--- config.mk ---
export PLATFORM = sky130hd
export DESIGN_NAME = linked_list_table_engine
export DESIGN_NICKNAME = d
export VERILOG_FILES = /design/src/llte_pkg.sv /design/src/linked_list_table_engine.sv /design/src/llte_ram.sv
export SDC_FILE = /design/constraint.sdc
export NUM_CORES = 2
export LEC_CHECK = 0
export BUFFER_PORTS_ARGS = -buffer_cell sky130_fd_sc_hd__buf_2
export CAP_MARGIN = 20
export CORE_ASPECT_RATIO = 1.1
export CORE_UTILIZATION = 52
export CTS_BUF_LIST = sky130_fd_sc_hd__clkbuf_4 sky130_fd_sc_hd__clkbuf_8
export DETAILED_ROUTE_END_ITERATION = 6
export GPL_ROUTABILITY_DRIVEN = 1
export PLACE_DENSITY_LB_ADDON = 0.25
export SYNTH_ARGS = -nofsm -noshare
export SYNTH_HDL_FRONTEND = slang
export SYNTH_HIERARCHICAL = 1
export SYNTH_SLANG_ARGS = --single-unit
--- constraint.sdc ---
create_clock -name clk -period 3.9 [get_ports clk]
set_input_delay 0.39 -clock clk [delete_from_list [all_inputs] [get_ports clk]]
set_output_delay 0.39 -clock clk [all_outputs]
set_load 0.01 [all_outputs]
--- src/llte_pkg.sv ---
// llte_pkg: shared types, constants and helpers for the linked list table engine
// no dependencies; imported by linked_list_table_engine
package llte_pkg;

	localparam int POOL_DEPTH = 64;
	localparam int SLOT_W = $clog2(POOL_DEPTH);
	localparam int LINK_W = $clog2(POOL_DEPTH + 1);
	localparam int VALUE_W = 32;
	localparam int MODE_W = 3;
	localparam int POS_W = 7;
	localparam int CNT_W = 7;
	localparam int FIDX_W = 6;
	localparam logic [LINK_W-1:0] NULL_LINK = LINK_W'(POOL_DEPTH);

	typedef enum logic [MODE_W-1:0] {
		MODE_PUSH_FRONT = 3'd0,
		MODE_PUSH_BACK = 3'd1,
		MODE_GET = 3'd2,
		MODE_INSERT = 3'd3,
		MODE_REMOVE = 3'd4,
		MODE_FIND = 3'd5,
		MODE_CLEAR = 3'd6
	} mode_t;

	typedef enum logic [1:0] {
		STATUS_OK = 2'd0,
		STATUS_BAD_INDEX = 2'd1,
		STATUS_FULL = 2'd2
	} status_t;

	typedef enum logic [3:0] {
		S_IDLE,
		S_DISP,
		S_WALK,
		S_WEV,
		S_PRD,
		S_PEV,
		S_VRD,
		S_VEV,
		S_ARD,
		S_AEV,
		S_LINK,
		S_UNLINK,
		S_FREE,
		S_OUT
	} state_t;

	typedef struct packed {
		logic [MODE_W-1:0] mode;
		logic [POS_W-1:0] position;
		logic signed [VALUE_W-1:0] item_value;
	} req_t;

	typedef struct packed {
		status_t status;
		logic signed [VALUE_W-1:0] read_value;
		logic found;
		logic [FIDX_W-1:0] found_index;
		logic [CNT_W-1:0] hops;
		logic [CNT_W-1:0] length;
	} rsp_t;

	// out-of-pool links read as null
	function automatic logic [LINK_W-1:0] link_clamp(input logic [LINK_W-1:0] l);
		return (l >= NULL_LINK) ? NULL_LINK : l;
	endfunction

endpackage

--- src/linked_list_table_engine.sv ---
// linked_list_table_engine: singly linked list of signed 32-bit values in a fixed node pool
// depends on llte_pkg and llte_ram (node value store and node link store)
//
// One request is handled at a time; req_stall is high from acceptance until the result
// is loaded into the output register, which may still wait on rsp_stall while the next
// request is taken. A list walk follows one link per hop, and its hop rate is set by the single
// read port of the link ram, one read per hop. Clear takes effect at once through
// per-slot link valid bits, and no clearing pass runs after reset.
module linked_list_table_engine (
	input logic clk,
	input logic arst_n,
	input logic req_valid,
	output logic req_stall,
	input llte_pkg::req_t req,
	output logic rsp_valid,
	input logic rsp_stall,
	output llte_pkg::rsp_t rsp
);

	import llte_pkg::*;

	state_t state_q, state_d, after_walk;

	mode_t mode_q;
	logic [POS_W-1:0] pos_q;
	logic signed [VALUE_W-1:0] val_q;

	logic [LINK_W-1:0] head_q, free_q, cur_q, next_q, victim_q, vnext_q, slot_q;
	logic [CNT_W-1:0] count_q, cnt_q, tgt_q;
	logic [POOL_DEPTH-1:0] lv_q;

	status_t status_q;
	logic signed [VALUE_W-1:0] rdv_q;
	logic found_q;
	logic [FIDX_W-1:0] fidx_q;
	logic [CNT_W-1:0] hops_q;

	logic rsp_valid_q;
	rsp_t rsp_q;

	logic [LINK_W-1:0] addr_s1;
	logic hit_s1;

	logic rd_req;
	logic [LINK_W-1:0] rd_slot;
	logic lwr_en;
	logic [LINK_W-1:0] lwr_slot, lwr_data;
	logic vwr_en;

	logic [LINK_W-1:0] lram_rd;
	logic [VALUE_W-1:0] vram_rd;
	logic [LINK_W-1:0] link_out;
	logic signed [VALUE_W-1:0] value_out;

	logic full, pos_ge, pos_gt, pos_zero, empty, out_free;
	logic walk_done, wev_last, find_hit, link_to_cur;

	assign full = free_q >= NULL_LINK;
	assign pos_ge = pos_q >= POS_W'(count_q);
	assign pos_gt = pos_q > POS_W'(count_q);
	assign pos_zero = pos_q == '0;
	assign empty = (count_q == '0) || (head_q >= NULL_LINK);
	assign out_free = !rsp_valid_q || !rsp_stall;

	assign link_out = (addr_s1 >= NULL_LINK) ? NULL_LINK :
		(hit_s1 ? link_clamp(lram_rd) : addr_s1 + LINK_W'(1));
	assign value_out = (addr_s1 >= NULL_LINK) ? '0 : vram_rd;

	assign walk_done = (cnt_q == tgt_q) || (cur_q >= NULL_LINK);
	assign wev_last = (cnt_q + CNT_W'(1) == tgt_q) || (link_out >= NULL_LINK);
	assign find_hit = (mode_q == MODE_FIND) && (value_out == val_q);
	assign link_to_cur = (mode_q == MODE_PUSH_BACK) ? !empty :
		((mode_q == MODE_INSERT) && !pos_zero);

	assign req_stall = state_q != S_IDLE;
	assign rsp_valid = rsp_valid_q;
	assign rsp = rsp_q;

	llte_ram #(.WIDTH(LINK_W), .DEPTH(POOL_DEPTH)) u_link_ram (
		.clk(clk),
		.wr_en(lwr_en),
		.wr_addr(lwr_slot[SLOT_W-1:0]),
		.wr_data(lwr_data),
		.rd_en(rd_req && (rd_slot < NULL_LINK)),
		.rd_addr(rd_slot[SLOT_W-1:0]),
		.rd_data(lram_rd)
	);

	llte_ram #(.WIDTH(VALUE_W), .DEPTH(POOL_DEPTH)) u_value_ram (
		.clk(clk),
		.wr_en(vwr_en),
		.wr_addr(free_q[SLOT_W-1:0]),
		.wr_data(val_q),
		.rd_en(rd_req && (rd_slot < NULL_LINK)),
		.rd_addr(rd_slot[SLOT_W-1:0]),
		.rd_data(vram_rd)
	);

	always_comb begin
		unique case (mode_q)
			MODE_PUSH_BACK: after_walk = S_ARD;
			MODE_GET: after_walk = S_VRD;
			MODE_INSERT, MODE_REMOVE: after_walk = S_PRD;
			default: after_walk = S_OUT;
		endcase
	end

	// next state
	always_comb begin
		state_d = state_q;
		unique case (state_q)
			S_IDLE: if (req_valid) state_d = S_DISP;
			S_DISP: begin
				unique case (mode_q)
					MODE_PUSH_FRONT: state_d = full ? S_OUT : S_ARD;
					MODE_PUSH_BACK: state_d = full ? S_OUT : (empty ? S_ARD : S_WALK);
					MODE_GET: state_d = pos_ge ? S_OUT : S_WALK;
					MODE_INSERT: state_d = (full || pos_gt) ? S_OUT : (pos_zero ? S_ARD : S_WALK);
					MODE_REMOVE: state_d = pos_ge ? S_OUT : (pos_zero ? S_VRD : S_WALK);
					MODE_FIND: state_d = S_WALK;
					default: state_d = S_OUT;
				endcase
			end
			S_WALK: state_d = walk_done ? after_walk : S_WEV;
			S_WEV: begin
				priority if (find_hit) state_d = S_OUT;
				else if (wev_last) state_d = after_walk;
				else state_d = S_WEV;
			end
			S_PRD: state_d = S_PEV;
			S_PEV: state_d = (mode_q == MODE_INSERT) ? S_ARD : S_VRD;
			S_VRD: state_d = S_VEV;
			S_VEV: begin
				priority if (mode_q == MODE_GET) state_d = S_OUT;
				else if (pos_zero) state_d = S_FREE;
				else state_d = S_UNLINK;
			end
			S_ARD: state_d = S_AEV;
			S_AEV: state_d = S_LINK;
			S_LINK: state_d = S_OUT;
			S_UNLINK: state_d = S_FREE;
			S_FREE: state_d = S_OUT;
			S_OUT: if (out_free) state_d = S_IDLE;
			default: state_d = S_IDLE;
		endcase
	end

	// memory port control
	always_comb begin
		rd_req = 1'b0;
		rd_slot = cur_q;
		lwr_en = 1'b0;
		lwr_slot = cur_q;
		lwr_data = slot_q;
		vwr_en = 1'b0;
		unique case (state_q)
			S_WALK: rd_req = !walk_done;
			S_WEV: begin
				rd_req = !find_hit && !wev_last;
				rd_slot = link_out;
			end
			S_PRD: rd_req = 1'b1;
			S_VRD: begin
				rd_req = 1'b1;
				rd_slot = (mode_q == MODE_GET) ? cur_q : victim_q;
			end
			S_ARD: begin
				rd_req = 1'b1;
				rd_slot = free_q;
			end
			S_AEV: begin
				lwr_en = free_q < NULL_LINK;
				lwr_slot = free_q;
				lwr_data = next_q;
				vwr_en = free_q < NULL_LINK;
			end
			S_LINK: lwr_en = link_to_cur && (cur_q < NULL_LINK);
			S_UNLINK: begin
				lwr_en = cur_q < NULL_LINK;
				lwr_data = vnext_q;
			end
			S_FREE: begin
				lwr_en = victim_q < NULL_LINK;
				lwr_slot = victim_q;
				lwr_data = free_q;
			end
			default: rd_req = 1'b0;
		endcase
	end

	always_ff @(posedge clk) begin
		if (rd_req) begin
			addr_s1 <= rd_slot;
			hit_s1 <= (rd_slot < NULL_LINK) ? lv_q[rd_slot[SLOT_W-1:0]] : 1'b0;
		end
	end

	always_ff @(posedge clk or negedge arst_n) begin
		if (!arst_n) begin
			state_q <= S_IDLE;
			head_q <= NULL_LINK;
			free_q <= '0;
			count_q <= '0;
			lv_q <= '0;
			rsp_valid_q <= 1'b0;
		end else begin
			state_q <= state_d;
			if (state_q == S_OUT && out_free) rsp_valid_q <= 1'b1;
			else if (rsp_valid_q && !rsp_stall) rsp_valid_q <= 1'b0;
			if (lwr_en) lv_q[lwr_slot[SLOT_W-1:0]] <= 1'b1;
			unique case (state_q)
				S_DISP: if (mode_q == MODE_CLEAR) begin
					lv_q <= '0;
					head_q <= NULL_LINK;
					free_q <= '0;
					count_q <= '0;
				end
				S_VEV: if (mode_q == MODE_REMOVE && pos_zero) head_q <= link_out;
				S_AEV: free_q <= link_out;
				S_LINK: begin
					if (!link_to_cur) head_q <= slot_q;
					count_q <= count_q + CNT_W'(1);
				end
				S_FREE: begin
					if (victim_q < NULL_LINK) free_q <= victim_q;
					count_q <= count_q - CNT_W'(1);
				end
				default: ;
			endcase
		end
	end

	always_ff @(posedge clk) begin
		unique case (state_q)
			S_IDLE: if (req_valid) begin
				mode_q <= mode_t'(req.mode);
				pos_q <= req.position;
				val_q <= req.item_value;
			end
			S_DISP: begin
				rdv_q <= '0;
				found_q <= 1'b0;
				fidx_q <= '0;
				cur_q <= head_q;
				cnt_q <= '0;
				next_q <= (mode_q == MODE_PUSH_BACK) ? NULL_LINK : head_q;
				victim_q <= head_q;
				unique case (mode_q)
					MODE_PUSH_FRONT: begin
						if (full) status_q <= STATUS_FULL;
						else status_q <= STATUS_OK;
						hops_q <= '0;
						tgt_q <= '0;
					end
					MODE_PUSH_BACK: begin
						if (full) status_q <= STATUS_FULL;
						else status_q <= STATUS_OK;
						hops_q <= (full || empty) ? '0 : count_q - CNT_W'(1);
						tgt_q <= count_q - CNT_W'(1);
					end
					MODE_GET: begin
						if (pos_ge) status_q <= STATUS_BAD_INDEX;
						else status_q <= STATUS_OK;
						hops_q <= pos_ge ? '0 : CNT_W'(pos_q);
						tgt_q <= CNT_W'(pos_q);
					end
					MODE_INSERT: begin
						priority if (pos_gt) status_q <= STATUS_BAD_INDEX;
						else if (full) status_q <= STATUS_FULL;
						else status_q <= STATUS_OK;
						hops_q <= (pos_gt || full || pos_zero) ? '0 :
							CNT_W'(pos_q) - CNT_W'(1);
						tgt_q <= CNT_W'(pos_q) - CNT_W'(1);
					end
					MODE_REMOVE: begin
						if (pos_ge) status_q <= STATUS_BAD_INDEX;
						else status_q <= STATUS_OK;
						hops_q <= (pos_ge || pos_zero) ? '0 : CNT_W'(pos_q) - CNT_W'(1);
						tgt_q <= CNT_W'(pos_q) - CNT_W'(1);
					end
					MODE_FIND: begin
						status_q <= STATUS_OK;
						hops_q <= '0;
						tgt_q <= count_q;
					end
					default: begin
						status_q <= STATUS_OK;
						hops_q <= '0;
						tgt_q <= '0;
					end
				endcase
			end
			S_WEV: begin
				if (find_hit) begin
					found_q <= 1'b1;
					fidx_q <= cnt_q[FIDX_W-1:0];
				end else begin
					cur_q <= link_out;
					cnt_q <= cnt_q + CNT_W'(1);
				end
			end
			S_PEV: begin
				next_q <= link_out;
				victim_q <= link_out;
			end
			S_VEV: begin
				rdv_q <= value_out;
				vnext_q <= link_out;
			end
			S_AEV: slot_q <= free_q;
			S_OUT: if (out_free) begin
				rsp_q.status <= status_q;
				rsp_q.read_value <= rdv_q;
				rsp_q.found <= found_q;
				rsp_q.found_index <= fidx_q;
				rsp_q.hops <= (mode_q == MODE_FIND) ? cnt_q : hops_q;
				rsp_q.length <= count_q;
			end
			default: ;
		endcase
	end

`ifndef NO_ASSERTIONS
	a_count_bound: assert property (@(posedge clk) disable iff (!arst_n)
		count_q <= CNT_W'(POOL_DEPTH))
		else $error("element count beyond pool depth");

	a_free_vs_count: assert property (@(posedge clk) disable iff (!arst_n)
		(state_q == S_IDLE) |-> ((free_q >= NULL_LINK) == (count_q == CNT_W'(POOL_DEPTH))))
		else $error("free list and element count disagree");

	a_head_vs_count: assert property (@(posedge clk) disable iff (!arst_n)
		(state_q == S_IDLE) |-> ((head_q >= NULL_LINK) == (count_q == '0)))
		else $error("head link and element count disagree");

	a_result_loaded: assert property (@(posedge clk) disable iff (!arst_n)
		(state_q == S_OUT && out_free) |=> (rsp_valid && state_q == S_IDLE))
		else $error("finished result not presented");

	a_hops_bound: assert property (@(posedge clk) disable iff (!arst_n)
		rsp_valid |-> (rsp.hops <= rsp.length))
		else $error("hop count exceeds list length");
`endif

endmodule

--- src/llte_ram.sv ---
// llte_ram: generic single-write, single-read ram with registered read data
// no dependencies; used for the node value and node link stores
module llte_ram #(
	parameter int WIDTH = 32,
	parameter int DEPTH = 64
) (
	input logic clk,
	input logic wr_en,
	input logic [$clog2(DEPTH)-1:0] wr_addr,
	input logic [WIDTH-1:0] wr_data,
	input logic rd_en,
	input logic [$clog2(DEPTH)-1:0] rd_addr,
	output logic [WIDTH-1:0] rd_data
);

	logic [WIDTH-1:0] mem [DEPTH];

	always_ff @(posedge clk) begin
		if (wr_en) begin
			mem[wr_addr] <= wr_data;
		end
		if (rd_en) begin
			rd_data <= mem[rd_addr];
		end
	end

endmodule

After elaboration in Yosys (flattened, before gate mapping). Memory sizes are Yosys's and may differ from the RTL's. A register that Yosys moved wholly into a read port is not among the register bits. Cells that the tools add are included.

Flip-flop bits (word level): 292. Bits in writable memories: 2496. Input bits: 46. Output and inout bits: 57. Memories: 2.

$add $sub $neg: 5. $lt $le $gt $ge: 15. Equal/unequal tests: 30. Muxes and demuxes: 75. Bitwise logic cells: 1. Reduce and logical (&&, ||, !) cells: 49.

Memories: u_value_ram.mem (words 64, width 32, read ports 1, clocked after Yosys merged registers in 1, wr ports 1, line llte_ram.sv:16) `logic [WIDTH-1:0] mem [DEPTH];`; u_link_ram.mem (words 64, width 7, read ports 1, clocked after Yosys merged registers in 1, wr ports 1, line llte_ram.sv:16).

Operators with widths (number): $mux 64 (3); $mux 7 (17); $pmux 7 s3 (5); $or 64x64->64 (1); $pmux 32 s2 (1); $pmux 7 s2 (4); $pmux 7 s4 (2); $pmux 4 s13 (1); $mux 4 (12); $ge 7x7->1 const B (6); $eq 32x32->1 (1); $mux 32 (1); $lt 7x7->1 const B (4); $eq 4x4->1 const B (6); $pmux 4 s6 (1); $pmux 6 s2 (2); $add 7x1->7 const B (3); $eq 4x3->1 const B (4); $ne 2x2->1 const B (8); $eq 7x7->1 (2); $logic_not 7->1 (2); $lt 6x7->1 const B (2); $sub 7x1->7 const B (2); $mux 1 (12); other kinds (31) (73).

Longest topological paths before layout.
Depth in word-level cells: 10. Mapped depth: 18.

Hierarchy. The synthesis kept the hierarchy.

Modules (own cells, without submodules): llte_ram at u_value_ram (times used 1, cells each 3324, area an instance 78835.6 µm², sequential area each 62459.9 µm²); llte_ram at u_link_ram (times used 1, cells each 827, area an instance 17704.5 µm², sequential area each 13663.1 µm²); linked_list_table_engine (times used 1, cells each 1269, area an instance 14148.6 µm², sequential area each 8319.2 µm²).

Worst setup path before layout. Ideal clock, no wire load.

Path type: register to register. From: register val_q[16]. To: register u_link_ram.rd_data[0] (read register of u_link_ram.mem) (enable). Setup time: 0.448 ns. Arrival time: 3.881 ns. Required time: 3.452 ns. Setup slack: -0.429 ns. Stages on the path, launching flop included: 9. Path buffers: 0. Clock period less this slack: 4.329 ns. Path through: edfxtp_1 -> xnor2_1 -> a31oi_1 -> o32ai_1 -> o2111ai_1 -> nor4_1 -> nor3_1 -> a21oi_1 -> a21oi_1.

Longest elaborated chain between the ends: 6.

RTL lines: start, declared (line linked_list_table_engine.sv:26) `logic signed [VALUE_W-1:0] val_q;`; start signal, assigned (line linked_list_table_engine.sv:238) `val_q <= req.item_value;`; $eq 32x32->1 (line linked_list_table_engine.sv:71) `assign find_hit = (mode_q == MODE_FIND) && (value_out == val_q);`; $logic_and 1x1->1 (line linked_list_table_engine.sv:71); $logic_not 1->1 (line linked_list_table_engine.sv:159) `rd_req = !find_hit && !wev_last;`; $logic_and 1x1->1 (line linked_list_table_engine.sv:159); $pmux 1 s3 (line linked_list_table_engine.sv:156) `unique case (state_q)`; $logic_and 1x1->1 (line linked_list_table_engine.sv:84) `.rd_en(rd_req && (rd_slot < NULL_LINK)),`; end, declared (line llte_ram.sv:13) `output logic [WIDTH-1:0] rd_data`.

No other way between the ends. A chain may end at the register's enable or synchronous reset.

Final worst setup path.
From: register mode_q[2]. To: register u_value_ram.rd_data[27] (read register of u_value_ram.mem) (data pin).

RTL lines: start, declared (line linked_list_table_engine.sv:24) `mode_t mode_q;`; start signal, assigned (line linked_list_table_engine.sv:236) `mode_q <= mode_t'(req.mode);`; $eq 3x2->1 * (line linked_list_table_engine.sv:165) `rd_slot = (mode_q == MODE_GET) ? cur_q : victim_q;`; $mux 7 * (line linked_list_table_engine.sv:165); $pmux 7 s3 * (line linked_list_table_engine.sv:156); net rd_slot[4] (line linked_list_table_engine.sv:45) `logic [LINK_W-1:0] rd_slot;`; $lt 7x7->1 (line linked_list_table_engine.sv:94) `.rd_en(rd_req && (rd_slot < NULL_LINK)),`; $logic_and 1x1->1 (line linked_list_table_engine.sv:94); end, declared (line llte_ram.sv:13).

The timed path passes the listed nets; every way through them passes the cells marked *.

==> reports/metrics.yaml <==
skew_ps: 73.07
min_from: "req[17]"
max_freq_mhz: 255.5
fin_util_pct: 61.03
hold-path-endpoint: "val_q[17]"
r2r_cells: 14
crit_chain: "or3b_4, buf_4, mux2_2, nand2_1, a41o_1, inv_2, buf_12, nand2_1, buf_4, o221ai_1, a21oi_1, a21oi_1, buf_4, nor2_1"
grt_antenna_before_repair: 13
areaGrowthSynthToFinish_pct: 16.61
p_int_mw: 66.41
cts_tree: "done"
clk_latency_ps: 1120
post_dp_cell_area_um2: 119200
end_kind: "flip-flop"
status: "finished with violations"
die_h_um: 485.9
synth_edf_count: 2737
drv_slew: 0
h-tree-depth: 5
postRouteAntennaNets: 0
synth.avg_cell_area_um2: 20.42
ys_types: 91
multi_input_area_um2: 25450
clk_path_buf_depth: 4
grt_max_degree: 65
synthTopCellsByArea: "edfxtp_1 (74%), mux4_2 (13%), dfrtp_1 (2.0%), nor2_1 (1.2%), mux2i_1 (1.0%)"
cp_slowest_stage_delay_ps: 520
io_buffers: 102
path_class: "flip-flop to flip-flop"
fill_cells: 14570
setup-tns-final_ps: -14.33
pwr-share-comb_pct: 39.6
drt_iter0_drc: 7481
crit_family: "compound AO/OA/AOI/OAI gates"
p_leak_nw: 42.11
chipWidth_um: 441.9
tightest_slew_ps: 1061
reg2reg_to: "u_value_ram/rd_data[27]"
wirelength_um: 291300
yosysSeqAreaShare_pct: 76.29
finalInstanceArea_um2: 129100
drcViolationCount: 36
reg2reg_from: "mode_q[2]"
vias_per_cell: 6.307
setup_slack_ps: -13.63
root_buffer: "clkbuf_8"
switching_share_pct: 34.95
seqPwrFrac_pct: 37.1
pwr-share-clk_pct: 23.3
hold_depth: 2
worstPathRequired_ps: 4820
cp-start-kind: "flip-flop"
numCtsBuffers: 434
grt_usage_pct: 27.02
grt_pass1_wl_um: 415800
dieArea_um2: 214700
arrival_ps: 4840
synth_top_area_share_pct: 74.25
path_max_fanout: 36
synth_flop_cell: "edfxtp_1"
switchingPower_mw: 35.69
clkSinkCount: 2827
rsz0062_at_grt: "yes"
rrSetupSlack_ps: -10
initial_core_util_pct: 52.34
dp_slack_ps: -516.3
syn-num-nets: 5480
vias: 59400
syn-instance-count: 5420
violations: "design-rule violations, negative setup slack"
period_minus_slack_ps: 3914
power.density_cell_area_nw_per_um2: 791.0
synth.cell_area_um2: 110700
max_slew_margin_pct: 29.28
overflow: 0
place_hpwl_um: 174000
final-setup-viol-count: 2
synthArstFlopShare_pct: 3.184
peakVddDrop_v: 0.0004897
ios: 103
drive_gt1_share_pct: 32.24
core_um2: 211500
grt_pass1_vias: 59380
final_hold_viol_count: 0
path_buf_inv: 5
synth_top_area_cell: "edfxtp_1"
final_nets: 6368
ff_latch_area_um2: 84440
ys_warn_count: 6
synth-seq-cells: 2827
num_rows: 177
crit_top_cell: "buf_4"
wl_per_cell_um: 30.93
crit_slowest_cell: "a21oi_1"
hold_class: "primary input to flip-flop"
drv_cap: 0
final.period_utilization_pct: 100.3
clk_pin_slew_ps: 70
place_congestion: 0.9505
dr.pass1.iters: 7
[state kept, by name (all words and copies together), names as in the netlist, 7 cells and up]
register	flops
u_link_ram/rd_data	7
cur_q	7
victim_q	7
tgt_q	7
rsp	55
head_q	7
hops_q	7
u_value_ram/rd_data	32
pos_q	7
u_value_ram/mem	2048
next_q	7
vnext_q	7
slot_q	7
lv_q	64
addr_s1	7
count_q	7
u_link_ram/mem	448
val_q	32
rdv_q	32
cnt_q	7
free_q	7
[layout by cell type, fill, tap and decap left out, types with 14 or more instances in the layout]
cell,count
clkbuf_8,452
dlygate4sd3_1,85
xnor2_1,36
o22ai_1,110
clkinv_1,113
nor2_1,283
mux4_2,656
a21oi_1,151
and2_1,19
and3_1,35
nor3_1,48
a31oi_1,15
nand2_1,147
dfrtp_1,89
buf_4,425
buf_12,102
a22oi_1,37
inv_1,42
mux2i_1,110
nor2b_1,34
edfxtp_1,2737
o32ai_1,14
clkbuf_4,140
o21ai_0,53
buf_2,102
nand2b_1,31
o221ai_1,47
clkinv_2,41
nor2_4,63
ha_1,14
nand3_1,31
[cells by family after synthesis]
group	after synthesis	synth area share [%]
AOI/OAI and AO/OA	606	3.762
xor gates and xnor gates	43	0.3402
adders and majority gates	14	0.1583
buffers and inverters	338	1.466
DFF	2827	76.29
muxes	779	14.47
and+or+nand+nor	813	3.512
[metrics by stage]
| step | power, mW | hold slack (ps) | std cells |
|---|---|---|---|
| floorplan | 60.78 | 94.41 | 5420 |
| global placement | 76.69 | 401.0 | 8541 |
| detailed placement | 76.98 | 404.5 | 8542 |
| CTS | 101.4 | 30.79 | 9393 |
| global route | 105.6 | 90.64 | 9412 |
| finish | 102.1 | 135.5 | 9418 |
[power groups by stage]
stage	clock [mW]	combinational [mW]	sequential, mW
2_1_floorplan	0	22.6	38.2
3_3_place_gp	0	38.3	38.4
3_5_place_dp	0	38.6	38.4
4_1_cts	24.2	39.5	37.8
5_1_grt	25.5	42.3	37.9
6_report	23.8	40.4	37.8
[how the worst max path moves through the flow]
stage / cells past startpoint / to / start
6_report: 14 / u_value_ram/rd_data[27] / mode_q[2]
5_1_grt: 16 / u_value_ram/rd_data[4] / state_q[3]
4_1_cts: 15 / u_value_ram/rd_data[7] / state_q[0]
3_5_place_dp: 13 / u_value_ram/rd_data[22] / mode_q[2]
3_3_place_gp: 13 / u_value_ram/rd_data[22] / mode_q[2]
2_1_floorplan: 14 / u_value_ram/rd_data[13] / state_q[3]
[cells in the mapped netlist (12+ instances only)]
| library cell | number |
|---|---|
| mux2i_1 | 111 |
| and2_1 | 19 |
| a311oi_1 | 12 |
| and3_1 | 37 |
| mux2_2 | 12 |
| xnor2_1 | 36 |
| a31oi_1 | 16 |
| clkbuf_1 | 137 |
| o221ai_1 | 47 |
| nand2_1 | 157 |
| buf_1 | 23 |
| nor3_1 | 51 |
| nand4_1 | 12 |
| inv_1 | 45 |
| o21ai_0 | 54 |
| dfrtp_1 | 89 |
| nor2_1 | 353 |
| nor2b_1 | 35 |
| mux4_2 | 656 |
| o22ai_1 | 112 |
| buf_2 | 79 |
| edfxtp_1 | 2737 |
| a22oi_1 | 37 |
| nand2b_1 | 33 |
| nand3_1 | 31 |
| a21oi_1 | 173 |
| buf_6 | 16 |
| buf_4 | 33 |
| o32ai_1 | 15 |
| ha_1 | 14 |
[area by class of cell]
| type | instances | area share [%] |
|---|---|---|
| Sequential cell | 2827 | 65.42 |
| Timing Repair Buffer | 741 | 5.571 |
| Clock inverter | 171 | 0.7871 |
| Clock buffer | 592 | 5.634 |
| Inverter | 49 | 0.1667 |
| Tap cell | 2774 | 2.689 |
| Multi-Input combinational cell | 2255 | 19.71 |
| Antenna cell | 9 | 0.01745 |
[repair_timing]
action                     CTS  global route
hold buffers                86             0
setup endpoints to repair   23            73
gates cloned                 2             7
resized for setup           50            30
pin swaps                    1             2
hold endpoints to repair   173             0
buffers inserted             0             9
[per-layer routing]
metal | vias up | routed length [um] | global-route usage [%] | share of wire, %
li1 | 24370 | - | - | -
met1 | 31080 | 110500 | 36.84 | 38
met2 | 3363 | 138900 | 42.65 | 48
met3 | 588 | 29280 | 5.582 | 10
met4 | 2 | 12700 | 11.63 | 4.4
met5 | - | 13 | 0 | 0.0045
Note: power is estimated with default switching activity, not from simulation.
